$ cat src/rtl/core/idtp_pkg.sv
// Shared types and constants for the ISO 8601 duration text parser.
// Depends on nothing; used by idtp_ctrl, idtp_dp, the top level, the checker and the testbench.
package idtp_pkg;

  localparam int unsigned ACC_W  = 128;
  localparam int unsigned DIV_W  = 40;   // holds 10^12
  localparam int unsigned POST_W = 36;   // holds 60 * 10^9
  localparam int unsigned MANT_W = 60;

  localparam logic [7:0] CH_P     = 8'h50;
  localparam logic [7:0] CH_T     = 8'h54;
  localparam logic [7:0] CH_Y     = 8'h59;
  localparam logic [7:0] CH_M     = 8'h4d;
  localparam logic [7:0] CH_D     = 8'h44;
  localparam logic [7:0] CH_H     = 8'h48;
  localparam logic [7:0] CH_S     = 8'h53;
  localparam logic [7:0] CH_POINT = 8'h2e;
  localparam logic [7:0] CH_PLUS  = 8'h2b;
  localparam logic [7:0] CH_MINUS = 8'h2d;
  localparam logic [7:0] CH_ZERO  = 8'h30;
  localparam logic [7:0] CH_NINE  = 8'h39;

  typedef enum logic [1:0] {
    ST_OK       = 2'd0,
    ST_NO_P     = 2'd1,
    ST_BAD_NUM  = 2'd2,
    ST_OVERFLOW = 2'd3
  } status_t;

  typedef enum logic [2:0] {
    PH_FIRST  = 3'b001,
    PH_TOKENS = 3'b010,
    PH_STOP   = 3'b100
  } phase_t;

  typedef struct packed {
    logic take;
    logic exec_char;
    logic mul_step;
    logic div_step;
    logic round;
    logic mul2_load;
    logic add;
    logic finish;
  } dp_cmd_t;

  typedef struct packed {
    logic unit_math;
    logic is_last;
    logic mul_done;
    logic div_done;
    logic q_ovf;
    logic out_free;
  } dp_stat_t;

  function automatic logic [63:0] pow10(input logic [4:0] n);
    logic [63:0] p;
    case (n)
      5'd0:  p = 64'd1;
      5'd1:  p = 64'd10;
      5'd2:  p = 64'd100;
      5'd3:  p = 64'd1000;
      5'd4:  p = 64'd10000;
      5'd5:  p = 64'd100000;
      5'd6:  p = 64'd1000000;
      5'd7:  p = 64'd10000000;
      5'd8:  p = 64'd100000000;
      5'd9:  p = 64'd1000000000;
      5'd10: p = 64'd10000000000;
      5'd11: p = 64'd100000000000;
      5'd12: p = 64'd1000000000000;
      5'd13: p = 64'd10000000000000;
      5'd14: p = 64'd100000000000000;
      5'd15: p = 64'd1000000000000000;
      5'd16: p = 64'd10000000000000000;
      5'd17: p = 64'd100000000000000000;
      5'd18: p = 64'd1000000000000000000;
      5'd19: p = 64'd10000000000000000000;
      default: p = 64'd0;
    endcase
    return p;
  endfunction

endpackage

$ cat src/rtl/core/idtp_ctrl.sv
// Sequencer for the duration parser: steps the datapath through each item.
// Depends on idtp_pkg.
module idtp_ctrl (
  input  logic              clk,
  input  logic              rst_n,
  input  logic              in_valid,
  output logic              in_stall,
  output idtp_pkg::dp_cmd_t cmd,
  input  idtp_pkg::dp_stat_t stat
);
  import idtp_pkg::*;

  typedef enum logic [8:0] {
    S_IDLE  = 9'b000000001,
    S_CHAR  = 9'b000000010,
    S_MUL1  = 9'b000000100,
    S_DIV   = 9'b000001000,
    S_ROUND = 9'b000010000,
    S_CHECK = 9'b000100000,
    S_MUL2  = 9'b001000000,
    S_ADD   = 9'b010000000,
    S_DONE  = 9'b100000000
  } state_t;

  state_t state_r, state_nxt;
  state_t end_state;

  assign in_stall  = (state_r != S_IDLE);
  assign end_state = stat.is_last ? S_DONE : S_IDLE;

  always_comb begin
    cmd       = '0;
    state_nxt = state_r;
    unique case (state_r)
      S_IDLE: begin
        if (in_valid) begin
          cmd.take  = 1'b1;
          state_nxt = S_CHAR;
        end
      end
      S_CHAR: begin
        cmd.exec_char = 1'b1;
        state_nxt = stat.unit_math ? S_MUL1 : end_state;
      end
      S_MUL1: begin
        if (stat.mul_done) state_nxt = S_DIV;
        else cmd.mul_step = 1'b1;
      end
      S_DIV: begin
        cmd.div_step = 1'b1;
        if (stat.div_done) state_nxt = S_ROUND;
      end
      S_ROUND: begin
        cmd.round = 1'b1;
        state_nxt = S_CHECK;
      end
      S_CHECK: begin
        cmd.mul2_load = 1'b1;
        state_nxt = stat.q_ovf ? end_state : S_MUL2;
      end
      S_MUL2: begin
        if (stat.mul_done) state_nxt = S_ADD;
        else cmd.mul_step = 1'b1;
      end
      S_ADD: begin
        cmd.add   = 1'b1;
        state_nxt = end_state;
      end
      S_DONE: begin
        if (stat.out_free) begin
          cmd.finish = 1'b1;
          state_nxt  = S_IDLE;
        end
      end
      default: state_nxt = S_IDLE;
    endcase
  end

  always_ff @(posedge clk) begin
    if (!rst_n) state_r <= S_IDLE;
    else state_r <= state_nxt;
  end

endmodule

$ cat src/rtl/core/idtp_dp.sv
// Datapath for the duration parser: token state, shift-add multiplier,
// restoring divider by 10^n, total and result register. Depends on idtp_pkg.
module idtp_dp #(
  parameter int unsigned TICKS_PER_SECOND = 1000000000,
  parameter int unsigned FRAC_DIGITS      = 9,
  parameter int unsigned MANTISSA_DIGITS  = 18
) (
  input  logic               clk,
  input  logic               rst_n,
  input  logic [7:0]         in_char_code,
  input  logic               in_char_valid,
  input  logic               in_is_last,
  output logic               out_valid,
  input  logic               out_stall,
  output logic signed [63:0] out_duration_ticks,
  output logic [1:0]         out_parse_status,
  input  idtp_pkg::dp_cmd_t  cmd,
  output idtp_pkg::dp_stat_t stat
);
  import idtp_pkg::*;

  localparam logic [63:0] TPS       = 64'(TICKS_PER_SECOND);
  localparam logic [63:0] MUL_YEAR  = 64'd31556952 * TPS;
  localparam logic [63:0] MUL_MONTH = 64'd2629746 * TPS;
  localparam logic [63:0] MUL_DAY   = 64'd86400 * TPS;
  localparam logic [63:0] POST_HOUR = 64'd60 * TPS;
  localparam logic [63:0] POST_MS   = TPS / 64'd1000;
  localparam logic [63:0] LIM       = pow10(5'(MANTISSA_DIGITS));
  localparam logic [63:0] LIM_DIV10 = pow10(5'(MANTISSA_DIGITS - 1));
  localparam logic [3:0]  FRAC_MAX  = 4'(FRAC_DIGITS);

  // item latch
  logic [7:0] ch_r, ch_nxt;
  logic       cv_r, cv_nxt, last_r, last_nxt;
  // parse state
  phase_t phase_r, phase_nxt;
  logic   tm_r, tm_nxt, neg_r, neg_nxt, started_r, started_nxt, dseen_r, dseen_nxt;
  logic [1:0] pc_r, pc_nxt;
  logic [MANT_W-1:0] mant_r, mant_nxt;
  logic [3:0]  fc_r, fc_nxt;
  logic [63:0] total_r, total_nxt;
  logic [1:0]  err_r, err_nxt;
  // arithmetic
  logic [ACC_W-1:0] acc_r, acc_nxt, mcand_r, mcand_nxt;
  logic [63:0]       mplr_r, mplr_nxt;
  logic [DIV_W-1:0]  dvs_r, dvs_nxt, rem_r, rem_nxt;
  logic [6:0]        cnt_r, cnt_nxt;
  logic [POST_W-1:0] post_r, post_nxt;
  logic              rnd_r, rnd_nxt;
  // result
  logic        ov_r, ov_nxt;
  logic [63:0] ot_r, ot_nxt;
  logic [1:0]  os_r, os_nxt;

  logic        numeric, is_digit, do_num, math_hit, math_rnd;
  logic [63:0] math_mul, math_post, m10d, vsum, fin_ticks, dvs_load;
  logic [DIV_W:0] trial;
  logic [64:0] sum65;
  logic [1:0]  fin_status;

  assign is_digit = (ch_r >= CH_ZERO) && (ch_r <= CH_NINE);
  assign numeric  = is_digit || (ch_r == CH_POINT);
  assign m10d     = {1'b0, mant_r, 3'b000} + {3'b000, mant_r, 1'b0}
                  + {60'd0, 4'(ch_r - CH_ZERO)};
  assign trial    = {rem_r, acc_r[ACC_W-1]};
  assign vsum     = neg_r ? (64'd0 - {1'b0, acc_r[62:0]}) : {1'b0, acc_r[62:0]};
  assign sum65    = {total_r[63], total_r} + {vsum[63], vsum};
  assign dvs_load = pow10({1'b0, fc_r});

  always_comb begin
    math_hit  = 1'b1;
    math_rnd  = 1'b0;
    math_mul  = MUL_DAY;
    math_post = 64'd1;
    case (ch_r)
      CH_Y: math_mul = MUL_YEAR;
      CH_D: math_mul = MUL_DAY;
      CH_M: begin
        if (tm_r) begin
          math_mul  = 64'd60;
          math_post = TPS;
          math_rnd  = 1'b1;
        end else begin
          math_mul = MUL_MONTH;
        end
      end
      CH_H: begin
        math_mul  = 64'd60;
        math_post = POST_HOUR;
        math_rnd  = 1'b1;
      end
      CH_S: begin
        math_mul  = 64'd1000;
        math_post = POST_MS;
        math_rnd  = 1'b1;
      end
      default: math_hit = 1'b0;
    endcase
  end

  assign fin_status = (err_r == ST_OK && phase_r == PH_FIRST) ? ST_NO_P : err_r;
  assign fin_ticks  = (fin_status == ST_OK) ? total_r : 64'd0;

  always_comb begin
    ch_nxt = ch_r; cv_nxt = cv_r; last_nxt = last_r;
    phase_nxt = phase_r; tm_nxt = tm_r; neg_nxt = neg_r;
    started_nxt = started_r; dseen_nxt = dseen_r; pc_nxt = pc_r;
    mant_nxt = mant_r; fc_nxt = fc_r; total_nxt = total_r; err_nxt = err_r;
    acc_nxt = acc_r; mcand_nxt = mcand_r; mplr_nxt = mplr_r; dvs_nxt = dvs_r;
    rem_nxt = rem_r; cnt_nxt = cnt_r; post_nxt = post_r; rnd_nxt = rnd_r;
    ov_nxt = ov_r && out_stall; ot_nxt = ot_r; os_nxt = os_r;
    do_num = 1'b0;

    if (cmd.take) begin
      ch_nxt   = in_char_code;
      cv_nxt   = in_char_valid;
      last_nxt = in_is_last;
    end

    if (cmd.exec_char && cv_r) begin
      unique case (phase_r)
        PH_FIRST: begin
          if (ch_r == CH_P) phase_nxt = PH_TOKENS;
          else begin
            err_nxt   = ST_NO_P;
            phase_nxt = PH_STOP;
          end
        end
        PH_TOKENS: begin
          if (!started_r) begin
            if (!tm_r && ch_r == CH_T) tm_nxt = 1'b1;
            else if (ch_r == CH_PLUS || ch_r == CH_MINUS) begin
              started_nxt = 1'b1;
              neg_nxt     = (ch_r == CH_MINUS);
            end else if (!numeric) phase_nxt = PH_STOP;
            else begin
              started_nxt = 1'b1;
              do_num      = 1'b1;
            end
          end else if (numeric) do_num = 1'b1;
          else if (!dseen_r) begin
            err_nxt   = ST_BAD_NUM;
            phase_nxt = PH_STOP;
          end else if (math_hit) begin
            acc_nxt   = '0;
            mcand_nxt = {{(ACC_W-MANT_W){1'b0}}, mant_r};
            mplr_nxt  = math_mul;
            post_nxt  = math_post[POST_W-1:0];
            rnd_nxt   = math_rnd;
            dvs_nxt   = dvs_load[DIV_W-1:0];
            rem_nxt   = '0;
            cnt_nxt   = '0;
          end else begin
            started_nxt = 1'b0; neg_nxt = 1'b0; dseen_nxt = 1'b0;
            pc_nxt = '0; mant_nxt = '0; fc_nxt = '0;
          end
        end
        default: ;
      endcase
    end

    if (do_num) begin
      if (ch_r == CH_POINT) begin
        if (pc_r != 2'd2) pc_nxt = pc_r + 2'd1;
      end else if (pc_r != 2'd2) begin
        dseen_nxt = 1'b1;
        if (pc_r == 2'd0) begin
          if ({4'd0, mant_r} >= LIM_DIV10 && m10d >= LIM) begin
            err_nxt   = ST_OVERFLOW;
            phase_nxt = PH_STOP;
          end else mant_nxt = m10d[MANT_W-1:0];
        end else if (fc_r < FRAC_MAX && m10d < LIM) begin
          mant_nxt = m10d[MANT_W-1:0];
          fc_nxt   = fc_r + 4'd1;
        end
      end
    end

    if (cmd.mul_step) begin
      if (mplr_r[0]) acc_nxt = acc_r + mcand_r;
      mcand_nxt = {mcand_r[ACC_W-2:0], 1'b0};
      mplr_nxt  = {1'b0, mplr_r[63:1]};
    end

    if (cmd.div_step) begin
      if (trial >= {1'b0, dvs_r}) begin
        rem_nxt = DIV_W'(trial - {1'b0, dvs_r});
        acc_nxt = {acc_r[ACC_W-2:0], 1'b1};
      end else begin
        rem_nxt = trial[DIV_W-1:0];
        acc_nxt = {acc_r[ACC_W-2:0], 1'b0};
      end
      cnt_nxt = cnt_r + 7'd1;
    end

    // round half away from zero on the magnitude
    if (cmd.round && rnd_r && {rem_r, 1'b0} >= {1'b0, dvs_r}) acc_nxt = acc_r + 1'b1;

    if (cmd.mul2_load) begin
      if (acc_r[ACC_W-1:64] != '0) begin
        err_nxt   = ST_OVERFLOW;
        phase_nxt = PH_STOP;
      end else begin
        mcand_nxt = {64'd0, acc_r[63:0]};
        mplr_nxt  = {{(64-POST_W){1'b0}}, post_r};
        acc_nxt   = '0;
      end
    end

    if (cmd.add) begin
      if (acc_r[ACC_W-1:63] != '0 || sum65[64] != sum65[63]) begin
        err_nxt   = ST_OVERFLOW;
        phase_nxt = PH_STOP;
      end else begin
        total_nxt   = sum65[63:0];
        started_nxt = 1'b0; neg_nxt = 1'b0; dseen_nxt = 1'b0;
        pc_nxt = '0; mant_nxt = '0; fc_nxt = '0;
      end
    end

    if (cmd.finish) begin
      ov_nxt = 1'b1;
      ot_nxt = fin_ticks;
      os_nxt = fin_status;
      phase_nxt = PH_FIRST; tm_nxt = 1'b0; total_nxt = '0; err_nxt = ST_OK;
      started_nxt = 1'b0; neg_nxt = 1'b0; dseen_nxt = 1'b0;
      pc_nxt = '0; mant_nxt = '0; fc_nxt = '0;
    end
  end

  always_ff @(posedge clk) begin
    if (!rst_n) begin
      phase_r <= PH_FIRST; tm_r <= 1'b0; neg_r <= 1'b0; started_r <= 1'b0;
      dseen_r <= 1'b0; pc_r <= '0; mant_r <= '0; fc_r <= '0;
      total_r <= '0; err_r <= ST_OK; ov_r <= 1'b0;
    end else begin
      phase_r <= phase_nxt; tm_r <= tm_nxt; neg_r <= neg_nxt; started_r <= started_nxt;
      dseen_r <= dseen_nxt; pc_r <= pc_nxt; mant_r <= mant_nxt; fc_r <= fc_nxt;
      total_r <= total_nxt; err_r <= err_nxt; ov_r <= ov_nxt;
    end
  end

  always_ff @(posedge clk) begin
    ch_r <= ch_nxt; cv_r <= cv_nxt; last_r <= last_nxt;
    acc_r <= acc_nxt; mcand_r <= mcand_nxt; mplr_r <= mplr_nxt;
    dvs_r <= dvs_nxt; rem_r <= rem_nxt; cnt_r <= cnt_nxt;
    post_r <= post_nxt; rnd_r <= rnd_nxt;
    ot_r <= ot_nxt; os_r <= os_nxt;
  end

  assign stat.unit_math = cv_r && phase_r == PH_TOKENS && started_r && !numeric
                          && dseen_r && math_hit;
  assign stat.is_last   = last_r;
  assign stat.mul_done  = (mplr_r == 64'd0);
  assign stat.div_done  = (cnt_r == 7'd127);
  assign stat.q_ovf     = (acc_r[ACC_W-1:64] != '0);
  assign stat.out_free  = !ov_r || !out_stall;

  assign out_valid          = ov_r;
  assign out_duration_ticks = ot_r;
  assign out_parse_status   = os_r;

endmodule

$ cat src/rtl/core/iso_duration_text_parser_top.sv
// Top level of the ISO 8601 duration text parser.
// Depends on idtp_pkg, idtp_ctrl and idtp_dp.
//
//  channel | ports                                          | accepted when
//  in      | in_char_code, in_char_valid, in_is_last        | in_valid && !in_stall
//  out     | out_duration_ticks, out_parse_status           | out_valid && !out_stall
//
// Steps: a sign, digit, point or ignored character is latched, then updates the
// parse state. A unit letter that scales (Y M D H S) also runs a shift-add
// multiply of mantissa by unit factor (one multiplier bit a cycle, until the
// multiplier is zero), a restoring divide by 10^fraction digits (one quotient
// bit a cycle), round, overflow check, a second shift-add multiply by the post
// factor, then the add to total.
// A last item then goes to a done state that loads the result register when free.
// Reset (rst_n low, synchronous) clears parse state and the result valid.
// The input is stalled from acceptance until the item is fully processed; a last
// item also waits there while a stalled result still holds the result register.
module iso_duration_text_parser_top #(
  parameter int unsigned TICKS_PER_SECOND = 1000000000,
  parameter int unsigned FRAC_DIGITS      = 9,
  parameter int unsigned MANTISSA_DIGITS  = 18
) (
  input  logic               clk,
  input  logic               rst_n,
  input  logic               in_valid,
  output logic               in_stall,
  input  logic [7:0]         in_char_code,
  input  logic               in_char_valid,
  input  logic               in_is_last,
  output logic               out_valid,
  input  logic               out_stall,
  output logic signed [63:0] out_duration_ticks,
  output logic [1:0]         out_parse_status
);
  import idtp_pkg::*;

  dp_cmd_t  cmd;   // sequencer -> datapath
  dp_stat_t stat;  // datapath -> sequencer

  idtp_ctrl u_ctrl (
    .clk      (clk),
    .rst_n    (rst_n),
    .in_valid (in_valid),
    .in_stall (in_stall),
    .cmd      (cmd),
    .stat     (stat)
  );

  idtp_dp #(
    .TICKS_PER_SECOND (TICKS_PER_SECOND),
    .FRAC_DIGITS      (FRAC_DIGITS),
    .MANTISSA_DIGITS  (MANTISSA_DIGITS)
  ) u_dp (
    .clk                (clk),
    .rst_n              (rst_n),
    .in_char_code       (in_char_code),
    .in_char_valid      (in_char_valid),
    .in_is_last         (in_is_last),
    .out_valid          (out_valid),
    .out_stall          (out_stall),
    .out_duration_ticks (out_duration_ticks),
    .out_parse_status   (out_parse_status),
    .cmd                (cmd),
    .stat               (stat)
  );

endmodule

$ cat config.mk
export PLATFORM = sky130hd
export DESIGN_NAME = iso_duration_text_parser_top
export DESIGN_NICKNAME = d
export VERILOG_FILES = /design/src/rtl/core/idtp_pkg.sv /design/src/rtl/core/idtp_ctrl.sv /design/src/rtl/core/idtp_dp.sv /design/src/rtl/core/iso_duration_text_parser_top.sv
export SDC_FILE = /design/constraint.sdc
export NUM_CORES = 2
export LEC_CHECK = 0
export ABC_AREA = 1
export ABC_CLOCK_PERIOD_IN_PS = 6800
export BUFFER_PORTS_ARGS = -buffer_cell sky130_fd_sc_hd__buf_2
export CAP_MARGIN = 20
export CORE_ASPECT_RATIO = 0.7
export CORE_MARGIN = 5
export CORE_UTILIZATION = 40
export CTS_CLUSTER_SIZE = 8
export DETAILED_ROUTE_END_ITERATION = 12
export PLACE_DENSITY_LB_ADDON = 0.15
export SLEW_MARGIN = 40
export SYNTH_ARGS = -nofsm -noshare
export SYNTH_HDL_FRONTEND = slang
export SYNTH_SLANG_ARGS = --single-unit
export TNS_END_PERCENT = 100
$ cat constraint.sdc
create_clock -name clk -period 6.8 [get_ports clk]
set_input_delay 0 -clock clk [delete_from_list [all_inputs] [get_ports clk]]
set_output_delay 0 -clock clk [all_outputs]
set_load 0.005 [all_outputs]
==> metrics.cfg <==
[status]
status=finished, final reports clean

[cts]
cts_tree=yes
root_buffer=clkbuf_16
cts_setup_buffers=0
clockBufferDepth=3
clk_pin_slew_ps=60
clk_latency_ps=740
htreeDepth=3
cts-buffers-inserted=91
cts_sinks=639

[synthesis]
synth_cell_types=69
synthesis.area_sq_mm=0.0550
yosys_warnings=0
ys_top_cells_by_area=dfxtp_1 17%, nand2_1 12%, edfxtp_1 9.3%, inv_1 8.8%, ha_1 8.3%
async_flop_share=0
avgSynthCellArea_sq_um=6.36
synth.yosys.seq_area_share=0.264
synth_top_area_share=0.171
ys.flop_type=dfxtp_1
synthCells=8639
mappedNetlistNets=9023
synth_edf_count=170
synth_seq_cells=639
synth_largest_area_cell=dfxtp_1

[critical_path]
regToRegEndpoint=u_dp.total_r[38]
path_max_fanout=10
arrival_ps=6610
cp_slowest_stage_delay_ps=380
crit_required_ps=7400
path_class=reg -> reg
worst-r2r-setup-slack_ps=790
reg2reg_depth=35
worst_path_max_delay_cell=ha_1
rr_startpoint=u_dp.acc_r[1]
start_kind=register
path_buf_inv=8
critPathCaptureType=register
path_common_cell=nand2_1
crit_family=simple AND/OR/NAND/NOR gates

[routing]
met3_length_mm=30.5
drc_errors=0
highest_layer=met5
antenna_left=0
drtIter0Drc=7678
vias=60800
wl_met1_mm=123
drtPass1Iterations=6
wl_mm=248
via_per_inst=5.77
wl_met2_mm=89.4
wl_per_cell_um=23.5

[sta]
setup_slack_ps=786
max_freq_ghz=0.166
setup_tns_ps=0
final-setup-viol-count=0
finalCriticalPeriod_ps=6010
drv_slew=0
min_period_over_period=0.884
fin_skew_ps=59.4
hold_viol=0
tightest_slew_ps=973
slew_headroom=0.344
rsz0062_at_grt=no

[power]
total_leakage_power_nw=26.8
peakVddDrop_mv=0.203
power.density_mw_per_mm2=280

[global_routing]
grt_pass1_vias=54200
antenna_found_initial=7
overflow=0
grt_pass1_wl_mm=359
grt.total_usage=0.326
grt_max_degree=86

[final_layout]
layout.nets=9036
multi_input_area_sq_mm=0.0346
final_common_cell=nand2_1
fillers=14700
area_growth_pct=9.67
final_cell_mix=1,769 x nand2_1, 1,285 x inv_1, 1,062 x nor2_1
layout-drive-gt1-share=0.0461
seq_area_sq_mm=0.0145

[placement]
io_buffers=81
hpwl_mm=200
place.gp.congestion=1.08
pre_cts_slack_ps=525

[min_path]
min_from=rst_n
hp-class=in -> reg
hold_end=u_ctrl.state_r[6]
hold_depth=4

[die]
ios=82
die_x_um=453
dieArea_sq_mm=0.145
initial_utilization=0.404
die_h_um=320
rows=113
core_sq_mm=0.136

[flow_run]
drv_cap=0

## cell usage after synthesis (20+ instances only)
cell,count
nor4_1,108
buf_1,20
o21a_1,41
a211oi_1,40
or2_2,46
nor2_1,1066
o221ai_1,72
inv_1,1288
edfxtp_1,170
ha_1,365
xnor2_1,82
a21o_1,26
clkbuf_1,200
nand2_1,1775
o22ai_1,52
nor3_1,169
o21ai_0,724
a21oi_1,869
xor2_1,190
nand3_1,322
a31oi_1,65
a32o_1,65
o211ai_1,52
dfxtp_1,469
buf_2,27
nand4_1,99
## layer usage
| metal | vias up | global-route usage |
|---|---|---|
| li1 | 28900 | - |
| met1 | 28400 | 0.528 |
| met2 | 3141 | 0.413 |
| met4 | 6 | 0.0660 |
| met3 | 272 | 0.0911 |
| met5 | - | 0 |
## sequential cells by signal (all words and copies together), names as in the netlist, 2 cells and up
name                     count
u_dp.fc_r                    4
u_ctrl.state_r               9
u_dp.dvs_r                  39
u_dp.cnt_r                   7
u_dp.post_r                  8
u_dp.mplr_r                 64
u_dp.out_parse_status        2
u_dp.phase_r                 3
u_dp.total_r                64
u_dp.pc_r                    2
u_dp.mant_r                 60
u_dp.err_r                   2
u_dp.acc_r                 128
u_dp.ch_r                    8
u_dp.mcand_r               128
u_dp.out_duration_ticks     64
u_dp.rem_r                  40
## how the worst max path moves through the flow
stage,from,cells after the start,end
CTS,u_dp.acc_r[1],34,u_dp.total_r[57]
global route,u_dp.acc_r[1],39,u_dp.total_r[40]
detailed placement,u_dp.acc_r[1],34,u_dp.total_r[9]
finish,u_dp.acc_r[1],35,u_dp.total_r[38]
global placement,u_dp.acc_r[1],34,u_dp.total_r[9]
floorplan,u_ctrl.state_r[0],13,u_dp.total_r[43]
## worst register-to-register path: cells and delay by family, from the launching register on
family,cells,cell delay [ps]
AOI/OAI and AO/OA,4,620
xor gates and xnor gates,1,170
adders and majority gates,1,380
buffers and inverters,8,1140
DFF,1,310
and+or+nand+nor,21,3270
## cell type report
class	instances	share of cell area
flip-flops and latches	639	0.240
inverters	1315	0.0821
clock buffers	132	0.0405
multi-input cells	6427	0.575
diodes	2	0.0000830
repair buffers	178	0.0221
clock inverters	8	0.00218
well taps	1840	0.0382
## report_power, final
part	internal, W	total [W]	switching, W
logic	0.00202	0.00680	0.00478
registers	0.00459	0.00573	0.00114
clock network	0.00246	0.00436	0.00190
## cell families after synthesis
group	after synthesis	share of synthesized area
AO/OA/AOI/OAI	2105	0.217
XOR/XNOR	272	0.0433
adder cells (fa/ha/maj)	370	0.0849
buffers and inverters	1573	0.109
flip-flops	639	0.264
AND/OR/NAND/NOR	3680	0.282
## stage by stage
stage | utilization | cells | hold slack (ps) | cell area [sq um] | total power, W
floorplan | - | 8639 | 98.6 | 55000 | 0.00982
global placement | 0.421 | 10400 | 178 | 57300 | 0.0122
detailed placement | 0.421 | 10400 | 179 | 57400 | 0.0122
CTS | 0.442 | 10500 | 102 | 60200 | 0.0166
global route | 0.443 | 10500 | 133 | 60300 | 0.0178
finish | 0.443 | 10500 | 158 | 60300 | 0.0169
## what timing repair did
item                                    CTS  global route
hold endpoints to repair                 42             0
hold buffers                             24             0
endpoints found under the setup margin    0           137
resized for setup                         0            10
Power figures use the tool's default switching activity.
